[config.mk]
export PLATFORM = sky130hd
export DESIGN_NAME = adsr_envelope_generator_flat
export DESIGN_NICKNAME = d
export VERILOG_FILES = /design/src/hw/rtl/adsr_pkg.sv /design/src/hw/rtl/adsr_req_if.sv /design/src/hw/rtl/adsr_amp_if.sv /design/src/hw/rtl/adsr_cfg_if.sv /design/src/hw/rtl/adsr_envelope_generator.sv /design/src/hw/rtl/adsr_muldiv.sv /design/src/flat_wrapper.sv
export VERILOG_INCLUDE_DIRS = /design/src /design/src/hw/rtl
export SDC_FILE = /design/constraint.sdc
export NUM_CORES = 2
export LEC_CHECK = 0
export ABC_AREA = 1
export BUFFER_PORTS_ARGS = -buffer_cell sky130_fd_sc_hd__buf_2
export CAP_MARGIN = 20
export CORE_MARGIN = 5
export CORE_UTILIZATION = 55
export DETAILED_ROUTE_END_ITERATION = 12
export HOLD_SLACK_MARGIN = 0.06
export PLACE_DENSITY_LB_ADDON = 0.08
export SLEW_MARGIN = 20
export SYNTH_ARGS = -nofsm -noshare
export SYNTH_HDL_FRONTEND = slang
export SYNTH_SLANG_ARGS = --single-unit
export TNS_END_PERCENT = 1
[constraint.sdc]
create_clock -name clk -period 9.4 [get_ports clk]
set_input_delay 0.94 -clock clk [delete_from_list [all_inputs] [get_ports clk]]
set_output_delay 0.94 -clock clk [all_outputs]
set_load 0.005 [all_outputs]
[src/hw/rtl/adsr_envelope_generator_defines.svh]
// Assertion macros for the ADSR envelope generator.
`ifndef ADSR_ENVELOPE_GENERATOR_DEFINES_SVH
`define ADSR_ENVELOPE_GENERATOR_DEFINES_SVH

// Same-cycle implication, reset masked.
`define ADSR_ASSERT_NOW(label, ante, cons, msg) \
  label: assert property (@(posedge clk) disable iff (rst) (ante) |-> (cons)) else $error(msg);

// Next-cycle implication, reset masked.
`define ADSR_ASSERT_NEXT(label, ante, cons, msg) \
  label: assert property (@(posedge clk) disable iff (rst) (ante) |=> (cons)) else $error(msg);

`endif

[src/hw/rtl/adsr_pkg.sv]
// Shared constants, types and register map of the ADSR envelope generator.
package adsr_pkg;

  localparam int LEVEL_BITS   = 16;
  localparam int TIME_W       = 17;
  localparam int STAMP_W      = 32;
  localparam int AMP_W        = 16;
  localparam int REQ_W        = 2;
  localparam int CFG_IDX_W    = 3;
  localparam int CFG_DATA_W   = 17;
  localparam int PROD_W       = LEVEL_BITS + TIME_W;
  localparam int ITER_CNT_W   = (LEVEL_BITS > 1) ? $clog2(LEVEL_BITS) : 1;
  localparam int CUTOFF_LEVEL = ((1 << LEVEL_BITS) + 999) / 1000;

  // request kinds; the unused code behaves as a query
  localparam logic [REQ_W-1:0] REQ_QUERY    = 2'd0;
  localparam logic [REQ_W-1:0] REQ_NOTE_ON  = 2'd1;
  localparam logic [REQ_W-1:0] REQ_NOTE_OFF = 2'd2;

  // register map
  localparam logic [CFG_IDX_W-1:0] REG_PEAK    = 3'd0;
  localparam logic [CFG_IDX_W-1:0] REG_ATTACK  = 3'd1;
  localparam logic [CFG_IDX_W-1:0] REG_DECAY   = 3'd2;
  localparam logic [CFG_IDX_W-1:0] REG_SUSTAIN = 3'd3;
  localparam logic [CFG_IDX_W-1:0] REG_RELEASE = 3'd4;

  localparam logic [15:0]       PEAK_RESET    = 16'd0;
  localparam logic [TIME_W-1:0] ATTACK_RESET  = 17'd22050;
  localparam logic [TIME_W-1:0] DECAY_RESET   = 17'd35280;
  localparam logic [15:0]       SUSTAIN_RESET = 16'd52428;
  localparam logic [TIME_W-1:0] RELEASE_RESET = 17'd57330;

  typedef enum logic [2:0] {
    ST_IDLE,
    ST_LIFE,
    ST_HOLD,
    ST_HOLD_WAIT,
    ST_REL,
    ST_REL_WAIT,
    ST_DONE
  } adsr_state_t;

  typedef enum logic [1:0] {
    MD_IDLE,
    MD_MUL,
    MD_ITER
  } md_state_t;

  // how a quotient is folded into the level
  typedef enum logic [1:0] {
    MODE_DIRECT,
    MODE_UP,
    MODE_DOWN
  } lvl_mode_t;

  // a * b / d with b <= d, so the quotient fits in LEVEL_BITS
  typedef struct packed {
    logic [LEVEL_BITS-1:0] a;
    logic [TIME_W-1:0]     b;
    logic [TIME_W-1:0]     d;
  } muldiv_op_t;

endpackage

[src/hw/rtl/adsr_req_if.sv]
// Request channel: kind of request and its sample time.
interface adsr_req_if import adsr_pkg::*; ();
  logic               valid;
  logic               ready;
  logic [REQ_W-1:0]   req_type;
  logic [STAMP_W-1:0] sample_time;

  modport source (output valid, output req_type, output sample_time, input ready);
  modport sink   (input valid, input req_type, input sample_time, output ready);
endinterface

[src/hw/rtl/adsr_amp_if.sv]
// Result channel: envelope amplitude.
interface adsr_amp_if import adsr_pkg::*; ();
  logic             valid;
  logic             ready;
  logic [AMP_W-1:0] amplitude;

  modport source (output valid, output amplitude, input ready);
  modport sink   (input valid, input amplitude, output ready);
endinterface

[src/hw/rtl/adsr_cfg_if.sv]
// Configuration write channel: register index and write data.
interface adsr_cfg_if import adsr_pkg::*; ();
  logic                  valid;
  logic                  ready;
  logic [CFG_IDX_W-1:0]  index;
  logic [CFG_DATA_W-1:0] data;

  modport source (output valid, output index, output data, input ready);
  modport sink   (input valid, input index, input data, output ready);
endinterface

[src/hw/rtl/adsr_envelope_generator.sv]
// Linear ADSR envelope generator. Every request (query, note-on or note-off) yields one
// amplitude at its sample time, after any note event has been stored. One request is handled
// at a time; the request channel is not ready until the result has been moved into the output
// register. A request passes through ST_LIFE, ST_HOLD and ST_DONE, and once the note is
// released also ST_REL. When a ramp needs its slope worked out, the request waits for the
// single multiply/divide unit, which produces one quotient bit per cycle; a release ramp
// may need it twice, once for the level held at note-off. A finished result also waits for
// the output register to empty. The output register lets a new request be taken while a
// finished amplitude still waits for its transfer. Configuration writes are taken in any
// cycle but belong to idle periods.
`include "adsr_envelope_generator_defines.svh"

module adsr_envelope_generator import adsr_pkg::*; (
  input  logic       clk,
  input  logic       rst,
  adsr_req_if.sink   req,
  adsr_amp_if.source amp,
  adsr_cfg_if.sink   cfg
);

  // configuration
  logic [15:0]       peak_level;
  logic [TIME_W-1:0] attack_samples;
  logic [TIME_W-1:0] decay_samples;
  logic [15:0]       sustain_level;
  logic [TIME_W-1:0] release_samples;

  // note state
  logic               gate_on;
  logic [STAMP_W-1:0] on_time;
  logic [STAMP_W-1:0] off_time;

  // work registers
  adsr_state_t           state;
  adsr_state_t           state_next;
  logic [STAMP_W-1:0]    req_time;
  logic [STAMP_W-1:0]    life;
  logic                  before_on;
  logic [LEVEL_BITS-1:0] level;
  logic [LEVEL_BITS-1:0] level_next;
  logic                  level_load;
  lvl_mode_t             mode;
  lvl_mode_t             mode_next;
  logic                  out_valid;
  logic [LEVEL_BITS-1:0] out_level;
  logic                  out_load;

  logic                  md_start;
  logic                  md_done;
  muldiv_op_t            md_op;
  logic [LEVEL_BITS-1:0] md_q;

  logic [LEVEL_BITS-1:0] pk;
  logic [LEVEL_BITS-1:0] su;
  logic [STAMP_W-1:0]    hold_t;
  logic [TIME_W:0]       ad_sum;
  logic [STAMP_W-1:0]    rel_e;
  logic [LEVEL_BITS-1:0] combined;
  logic [LEVEL_BITS-1:0] cut_level;
  logic                  req_xfer;

  assign pk       = LEVEL_BITS'(peak_level);
  assign su       = LEVEL_BITS'(sustain_level);
  assign hold_t   = gate_on ? req_time : off_time;
  assign ad_sum   = {1'b0, attack_samples} + {1'b0, decay_samples};
  assign rel_e    = (req_time > off_time) ? (req_time - off_time) : '0;
  assign req_xfer = req.valid && req.ready;

  always_comb begin
    case (mode)
      MODE_UP:   combined = pk + md_q;
      MODE_DOWN: combined = pk - md_q;
      default:   combined = md_q;
    endcase
  end

  assign cut_level = (level < LEVEL_BITS'(CUTOFF_LEVEL)) ? '0 : level;

  assign req.ready     = state == ST_IDLE;
  assign cfg.ready     = 1'b1;
  assign amp.valid     = out_valid;
  assign amp.amplitude = AMP_W'(out_level);

  adsr_muldiv u_muldiv (
    .clk   (clk),
    .rst   (rst),
    .start (md_start),
    .op    (md_op),
    .done  (md_done),
    .q     (md_q)
  );

  always_ff @(posedge clk) begin
    if (rst) begin
      peak_level      <= PEAK_RESET;
      attack_samples  <= ATTACK_RESET;
      decay_samples   <= DECAY_RESET;
      sustain_level   <= SUSTAIN_RESET;
      release_samples <= RELEASE_RESET;
    end else if (cfg.valid) begin
      case (cfg.index)
        REG_PEAK:    peak_level      <= cfg.data[15:0];
        REG_ATTACK:  attack_samples  <= cfg.data;
        REG_DECAY:   decay_samples   <= cfg.data;
        REG_SUSTAIN: sustain_level   <= cfg.data[15:0];
        REG_RELEASE: release_samples <= cfg.data;
        default: ;
      endcase
    end
  end

  always_ff @(posedge clk) begin
    if (rst) begin
      state    <= ST_IDLE;
      gate_on  <= 1'b0;
      on_time  <= '0;
      off_time <= '0;
    end else begin
      state <= state_next;
      if (req_xfer) begin
        case (req.req_type)
          REQ_NOTE_ON: begin
            gate_on <= 1'b1;
            on_time <= req.sample_time;
          end
          REQ_NOTE_OFF: begin
            gate_on  <= 1'b0;
            off_time <= req.sample_time;
          end
          default: ;
        endcase
      end
    end
  end

  always_ff @(posedge clk) begin
    if (req_xfer) req_time <= req.sample_time;
    if (state == ST_LIFE) begin
      before_on <= hold_t < on_time;
      life      <= hold_t - on_time;
    end
    if (level_load) level <= level_next;
    if (md_start) mode <= mode_next;
  end

  always_ff @(posedge clk) begin
    if (rst) begin
      out_valid <= 1'b0;
    end else if (out_load) begin
      out_valid <= 1'b1;
    end else if (amp.ready) begin
      out_valid <= 1'b0;
    end
  end

  always_ff @(posedge clk) begin
    if (out_load) out_level <= cut_level;
  end

  always_comb begin
    state_next = state;
    md_start   = 1'b0;
    md_op      = '0;
    mode_next  = MODE_DIRECT;
    level_next = '0;
    level_load = 1'b0;
    out_load   = 1'b0;
    case (state)
      ST_IDLE: if (req_xfer) state_next = ST_LIFE;
      ST_LIFE: state_next = ST_HOLD;
      ST_HOLD: begin
        if (before_on) begin
          level_load = 1'b1;
          state_next = gate_on ? ST_DONE : ST_REL;
        end else if (attack_samples != '0 && life <= STAMP_W'(attack_samples)) begin
          md_start   = 1'b1;
          md_op.a    = pk;
          md_op.b    = life[TIME_W-1:0];
          md_op.d    = attack_samples;
          state_next = ST_HOLD_WAIT;
        end else if (decay_samples != '0 && life <= STAMP_W'(ad_sum)) begin
          // ramp from peak towards sustain, step truncated towards peak
          md_start   = 1'b1;
          md_op.b    = TIME_W'(life - STAMP_W'(attack_samples));
          md_op.d    = decay_samples;
          if (su >= pk) begin
            md_op.a   = su - pk;
            mode_next = MODE_UP;
          end else begin
            md_op.a   = pk - su;
            mode_next = MODE_DOWN;
          end
          state_next = ST_HOLD_WAIT;
        end else begin
          level_next = su;
          level_load = 1'b1;
          state_next = gate_on ? ST_DONE : ST_REL;
        end
      end
      ST_HOLD_WAIT: begin
        if (md_done) begin
          level_next = combined;
          level_load = 1'b1;
          state_next = gate_on ? ST_DONE : ST_REL;
        end
      end
      ST_REL: begin
        if (release_samples == '0 || rel_e >= STAMP_W'(release_samples)) begin
          level_load = 1'b1;
          state_next = ST_DONE;
        end else begin
          md_start   = 1'b1;
          md_op.a    = level;
          md_op.b    = TIME_W'(STAMP_W'(release_samples) - rel_e);
          md_op.d    = release_samples;
          state_next = ST_REL_WAIT;
        end
      end
      ST_REL_WAIT: begin
        if (md_done) begin
          level_next = combined;
          level_load = 1'b1;
          state_next = ST_DONE;
        end
      end
      ST_DONE: begin
        out_load = !out_valid || amp.ready;
        if (out_load) state_next = ST_IDLE;
      end
      default: state_next = ST_IDLE;
    endcase
  end

  `ADSR_ASSERT_NEXT(a_busy_after_req, req_xfer, !req.ready, "request taken while busy")
  `ADSR_ASSERT_NOW(a_div_nonzero, md_start, md_op.d != '0, "divide started with zero divisor")
  `ADSR_ASSERT_NOW(a_done_in_wait, md_done, state == ST_HOLD_WAIT || state == ST_REL_WAIT, "divider result unclaimed")
  `ADSR_ASSERT_NOW(a_cutoff, out_valid, out_level == '0 || out_level >= LEVEL_BITS'(CUTOFF_LEVEL), "level below cutoff presented")

endmodule

[src/hw/rtl/adsr_muldiv.sv]
// Shared multiply then restoring divide unit: q = a * b / d, one quotient bit per cycle.
module adsr_muldiv import adsr_pkg::*; (
  input  logic                  clk,
  input  logic                  rst,
  input  logic                  start,
  input  muldiv_op_t            op,
  output logic                  done,
  output logic [LEVEL_BITS-1:0] q
);

  md_state_t             state;
  md_state_t             state_next;
  muldiv_op_t            op_r;
  logic [PROD_W-1:0]     prod;
  logic [TIME_W-1:0]     rem;
  logic [LEVEL_BITS-1:0] quo;
  logic [ITER_CNT_W-1:0] cnt;
  logic [TIME_W:0]       rem_sh;
  logic                  ge;
  logic                  last;

  assign prod   = PROD_W'(op_r.a) * PROD_W'(op_r.b);
  assign rem_sh = {rem, quo[LEVEL_BITS-1]};
  assign ge     = rem_sh >= {1'b0, op_r.d};
  assign last   = cnt == ITER_CNT_W'(LEVEL_BITS - 1);
  assign q      = quo;

  always_ff @(posedge clk) begin
    if (rst) begin
      state <= MD_IDLE;
      done  <= 1'b0;
    end else begin
      state <= state_next;
      done  <= (state == MD_ITER) && last;
    end
  end

  always_comb begin
    state_next = state;
    case (state)
      MD_IDLE: if (start) state_next = MD_MUL;
      MD_MUL:  state_next = MD_ITER;
      MD_ITER: if (last) state_next = MD_IDLE;
      default: state_next = MD_IDLE;
    endcase
  end

  // upper product bits are already below d, so only LEVEL_BITS steps are needed
  always_ff @(posedge clk) begin
    case (state)
      MD_IDLE: begin
        if (start) op_r <= op;
        cnt <= '0;
      end
      MD_MUL: begin
        rem <= prod[PROD_W-1:LEVEL_BITS];
        quo <= prod[LEVEL_BITS-1:0];
        cnt <= '0;
      end
      MD_ITER: begin
        rem <= ge ? TIME_W'(rem_sh - {1'b0, op_r.d}) : rem_sh[TIME_W-1:0];
        quo <= {quo[LEVEL_BITS-2:0], ge};
        cnt <= cnt + 1'b1;
      end
      default: cnt <= '0;
    endcase
  end

endmodule

[src/flat_wrapper.sv]
// flat-port wrapper written by rule: the top's interface ports become plain ports
module adsr_envelope_generator_flat import adsr_pkg::*;
  (clk, rst, req_valid, req_req_type, req_sample_time, req_ready, amp_valid, amp_amplitude, amp_ready, cfg_valid, cfg_index, cfg_data, cfg_ready);
  adsr_req_if req_i ();
  adsr_amp_if amp_i ();
  adsr_cfg_if cfg_i ();
  input  logic clk;
  input  logic rst;
  input wire logic [$bits(req_i.valid)-1:0] req_valid;
  input wire logic [$bits(req_i.req_type)-1:0] req_req_type;
  input wire logic [$bits(req_i.sample_time)-1:0] req_sample_time;
  output wire logic [$bits(req_i.ready)-1:0] req_ready;
  output wire logic [$bits(amp_i.valid)-1:0] amp_valid;
  output wire logic [$bits(amp_i.amplitude)-1:0] amp_amplitude;
  input wire logic [$bits(amp_i.ready)-1:0] amp_ready;
  input wire logic [$bits(cfg_i.valid)-1:0] cfg_valid;
  input wire logic [$bits(cfg_i.index)-1:0] cfg_index;
  input wire logic [$bits(cfg_i.data)-1:0] cfg_data;
  output wire logic [$bits(cfg_i.ready)-1:0] cfg_ready;
  assign req_i.valid = req_valid;
  assign req_i.req_type = req_req_type;
  assign req_i.sample_time = req_sample_time;
  assign req_ready = req_i.ready;
  assign amp_valid = amp_i.valid;
  assign amp_amplitude = amp_i.amplitude;
  assign amp_i.ready = amp_ready;
  assign cfg_i.valid = cfg_valid;
  assign cfg_i.index = cfg_index;
  assign cfg_i.data = cfg_data;
  assign cfg_ready = cfg_i.ready;
  adsr_envelope_generator u_core (.clk(clk), .rst(rst), .req(req_i), .amp(amp_i), .cfg(cfg_i));
endmodule
==> flow_summary.toml <==
[final_layout]
syn_to_final_growth_pct = 7.00
diodes = 0
fin_nets = 5021
layout-drive-gt1-share_pct = 5.48

[floorplanning]
dieArea_mm2 = 0.0658
die_w_um = 256
die_y_um = 256
initial_utilization_pct = 55.5
core-area_mm2 = 0.0602
row_count = 90
boundaryPins = 78

[sta]
clock-skew-final_ps = 67.1
slew_violations = 0
maxSlewHeadroom_pct = 27.7
fmax_mhz = 151
setup_viol = 0
finalCritPeriodShare_pct = 70.4
setup_tns_ps = 0
rsz0062_at_grt = "no"
hold_viol = 0
tightest_slew_ps = 1080
hold_ws_ps = 446
fin_crit_ps = 6620

[worst_hold_path]
hp-class = "reg2reg"

[clock_tree]
cts_buffers = 42
clockRootBuffer = "clkbuf_16"
cts_tree = "done"
cts_setup_buffers = 0
htree_levels = 2
cts.sink_count = 341
post_cts_resize_count = 0
cts_max_path_buffers = 3
cts_hold_buf = 0
clk_latency_ps = 600
clkSlewWorstSetupHoldPaths_ps = 60

[job]
maxCapViolations = 0

[setup_path]
cp_max_fo = 16
arrival_ps = 6910
critPathSlowestCell = "edfxtp_1"
cp.required_ps = 9690
crit_buf_inv = 5
critPathTopFamily = "adder cells"
max_stage_delay_ps = 870
critical_path_class = "reg2reg"
cp_common_cell = "nand2_1"
end_kind = "flip-flop"
start_kind = "flip-flop"

[yosys]
yosysTopAreaCell = "edfxtp_1"
synth.top_cell.area_share_pct = 16.4
synth-edff-count = 182
netlist_instances = 4446
syn-num-nets = 5048
yosys-top-cells-area = "edfxtp_1, fa_1, ha_1"
async_flop_share_pct = 0
synth_ff_type = "edfxtp_1"
synth_cell_types = 59
ys_seq_area_share_pct = 25.9
ys_seq_elements = 341
avgSynthCellArea_um2 = 7.52
netlist_area_mm2 = 0.0334
yosys_warnings = 0

[power_and_ir_drop]
p_leak_nw = 17.8
total_power_mw = 7.92
cellPowerDensity_mw_per_mm2 = 221
ir_drop_v = 0.000178

[placement]
gp_congestion = 1.03
place.port_buffers = 76
hpwl_um = 79200

[drt]
wl_um = 99100
vias_per_cell = 5.54
post-route-drc-count = 0
first_iter_violations = 2283
vias = 29000
postRouteAntennaNets = 0
dr.pass1.iters = 6
wl_per_cell_um = 18.9

[global_routing]
antenna_found_initial = 2
track_usage_pct = 29.7
grt_pass1_wl_um = 157000
overflow = 0
grt_pass1_vias = 27900
grt_max_degree = 90

[run_status]
status = "finished, final reports clean"
## cell families (layout without fill, tap and decap cells)
family / after synthesis / after routing / share of synthesized area [%]
xor+xnor: 132 / 132 / 3.46
flops: 341 / 341 / 25.9
compound gates: 904 / 904 / 15.3
simple gates: 1474 / 1474 / 18.2
buf+inv: 1049 / 1056 / 12.0
other cells: 1 / 1 / 0.0112
fa+ha+maj: 543 / 543 / 25.2
mux: 2 / 2 / 0.0599
## metal layers
layer  vias to the layer above  GRT usage [%]  routed length [um]
met5                         -              0                  12
met4                         2           8.34                3420
met3                       188           4.24                6730
met2                       975           49.8               46000
met1                     13600           40.5               43000
li1                      14200              -                   -
## metrics by stage
step           instance area, um2  instances  utilization, %  worst slack (ps)
5_1_grt                     35800       5235            59.3              2440
6_report                    35800       5235            59.3              2780
4_1_cts                     35700       5234            59.3              2810
3_3_place_gp                34300       5156            56.9              2920
3_5_place_dp                34300       5156            56.9              2880
2_1_floorplan               33400       4446               -              1520
## power breakdown
part           switching, mW  leakage, nW  internal, mW
logic                   2.58         14.1          1.34
clock network          0.710        0.696          1.04
registers              0.250         3.06          1.99
total                   3.54         17.8          4.37
## cell usage after synthesis, types with 10 or more instances
master / n
a21boi_0: 14
a21o_1: 10
a21oi_1: 364
a22oi_1: 17
a31oi_1: 14
and2_1: 11
clkbuf_1: 143
dfxtp_1: 159
edfxtp_1: 182
fa_1: 217
ha_1: 326
inv_1: 877
nand2_1: 974
nand3_1: 114
nand4_1: 37
nor2_1: 233
nor3_1: 38
nor4_1: 13
o211ai_1: 34
o21a_1: 12
o21ai_0: 330
o21ai_1: 17
o22ai_1: 28
o22ai_2: 19
or2_2: 19
xnor2_1: 64
xor2_1: 68
## sequential cells by signal (all words and copies together) (netlist names), 4 cells and up
name and count:
u_core.amp.amplitude 16, u_core.attack_samples 17, u_core.decay_samples 17, u_core.level 16, u_core.life 32, u_core.off_time 32
u_core.on_time 32, u_core.peak_level 16, u_core.release_samples 17, u_core.req_time 32, u_core.su 16, u_core.u_muldiv.cnt 4
u_core.u_muldiv.op_r 50, u_core.u_muldiv.q 16, u_core.u_muldiv.rem 17
## cells in the final DEF (no fill, tap or decap), drive strengths merged, types with 10 or more instances in the layout
master  synthesis  routed
a21boi         15      15
a21o           10      10
a21oi         364     364
a22oi          17      17
a31oi          14      14
and2           11      11
buf            18      90
clkbuf        143      53
clkinv          3      14
dfxtp         159     159
edfxtp        182     182
fa            217     217
ha            326     326
inv           885     886
nand2         982     982
nand3         119     119
nand4          37      37
nor2          242     242
nor3           42      42
nor4           13      13
o211ai         35      35
o21a           12      12
o21ai         349     349
o22ai          47      47
or2            20      20
xnor2          64      64
xor2           68      68
## path summary, 6_finish.rpt
kind,slack (ps),endpoint,depth (start not counted),start
worst max-delay path,2780,u_core.u_muldiv.rem[9]$_DFFE_PP_,26,u_core.u_muldiv.op_r[18]$_DFFE_PP_
worst min-delay path,450,u_core.u_muldiv.cnt[0]$_SDFF_PN0_,1,u_core.u_muldiv.cnt[0]$_SDFF_PN0_
worst max register to register,2780,u_core.u_muldiv.rem[9]$_DFFE_PP_,26,u_core.u_muldiv.op_r[18]$_DFFE_PP_
worst min register to register,450,u_core.u_muldiv.cnt[0]$_SDFF_PN0_,1,u_core.u_muldiv.cnt[0]$_SDFF_PN0_
## area by class of cell
cell class              count  area [um2]
multi-input cells        3056       20800
flip-flops and latches    341        8650
clock buffers              53        1140
fillers                  5756       24500
inverters                 888        3330
repair buffers             90         505
clock inverters            25         329
well taps                 782         978
Power figures use the tool's default switching activity.
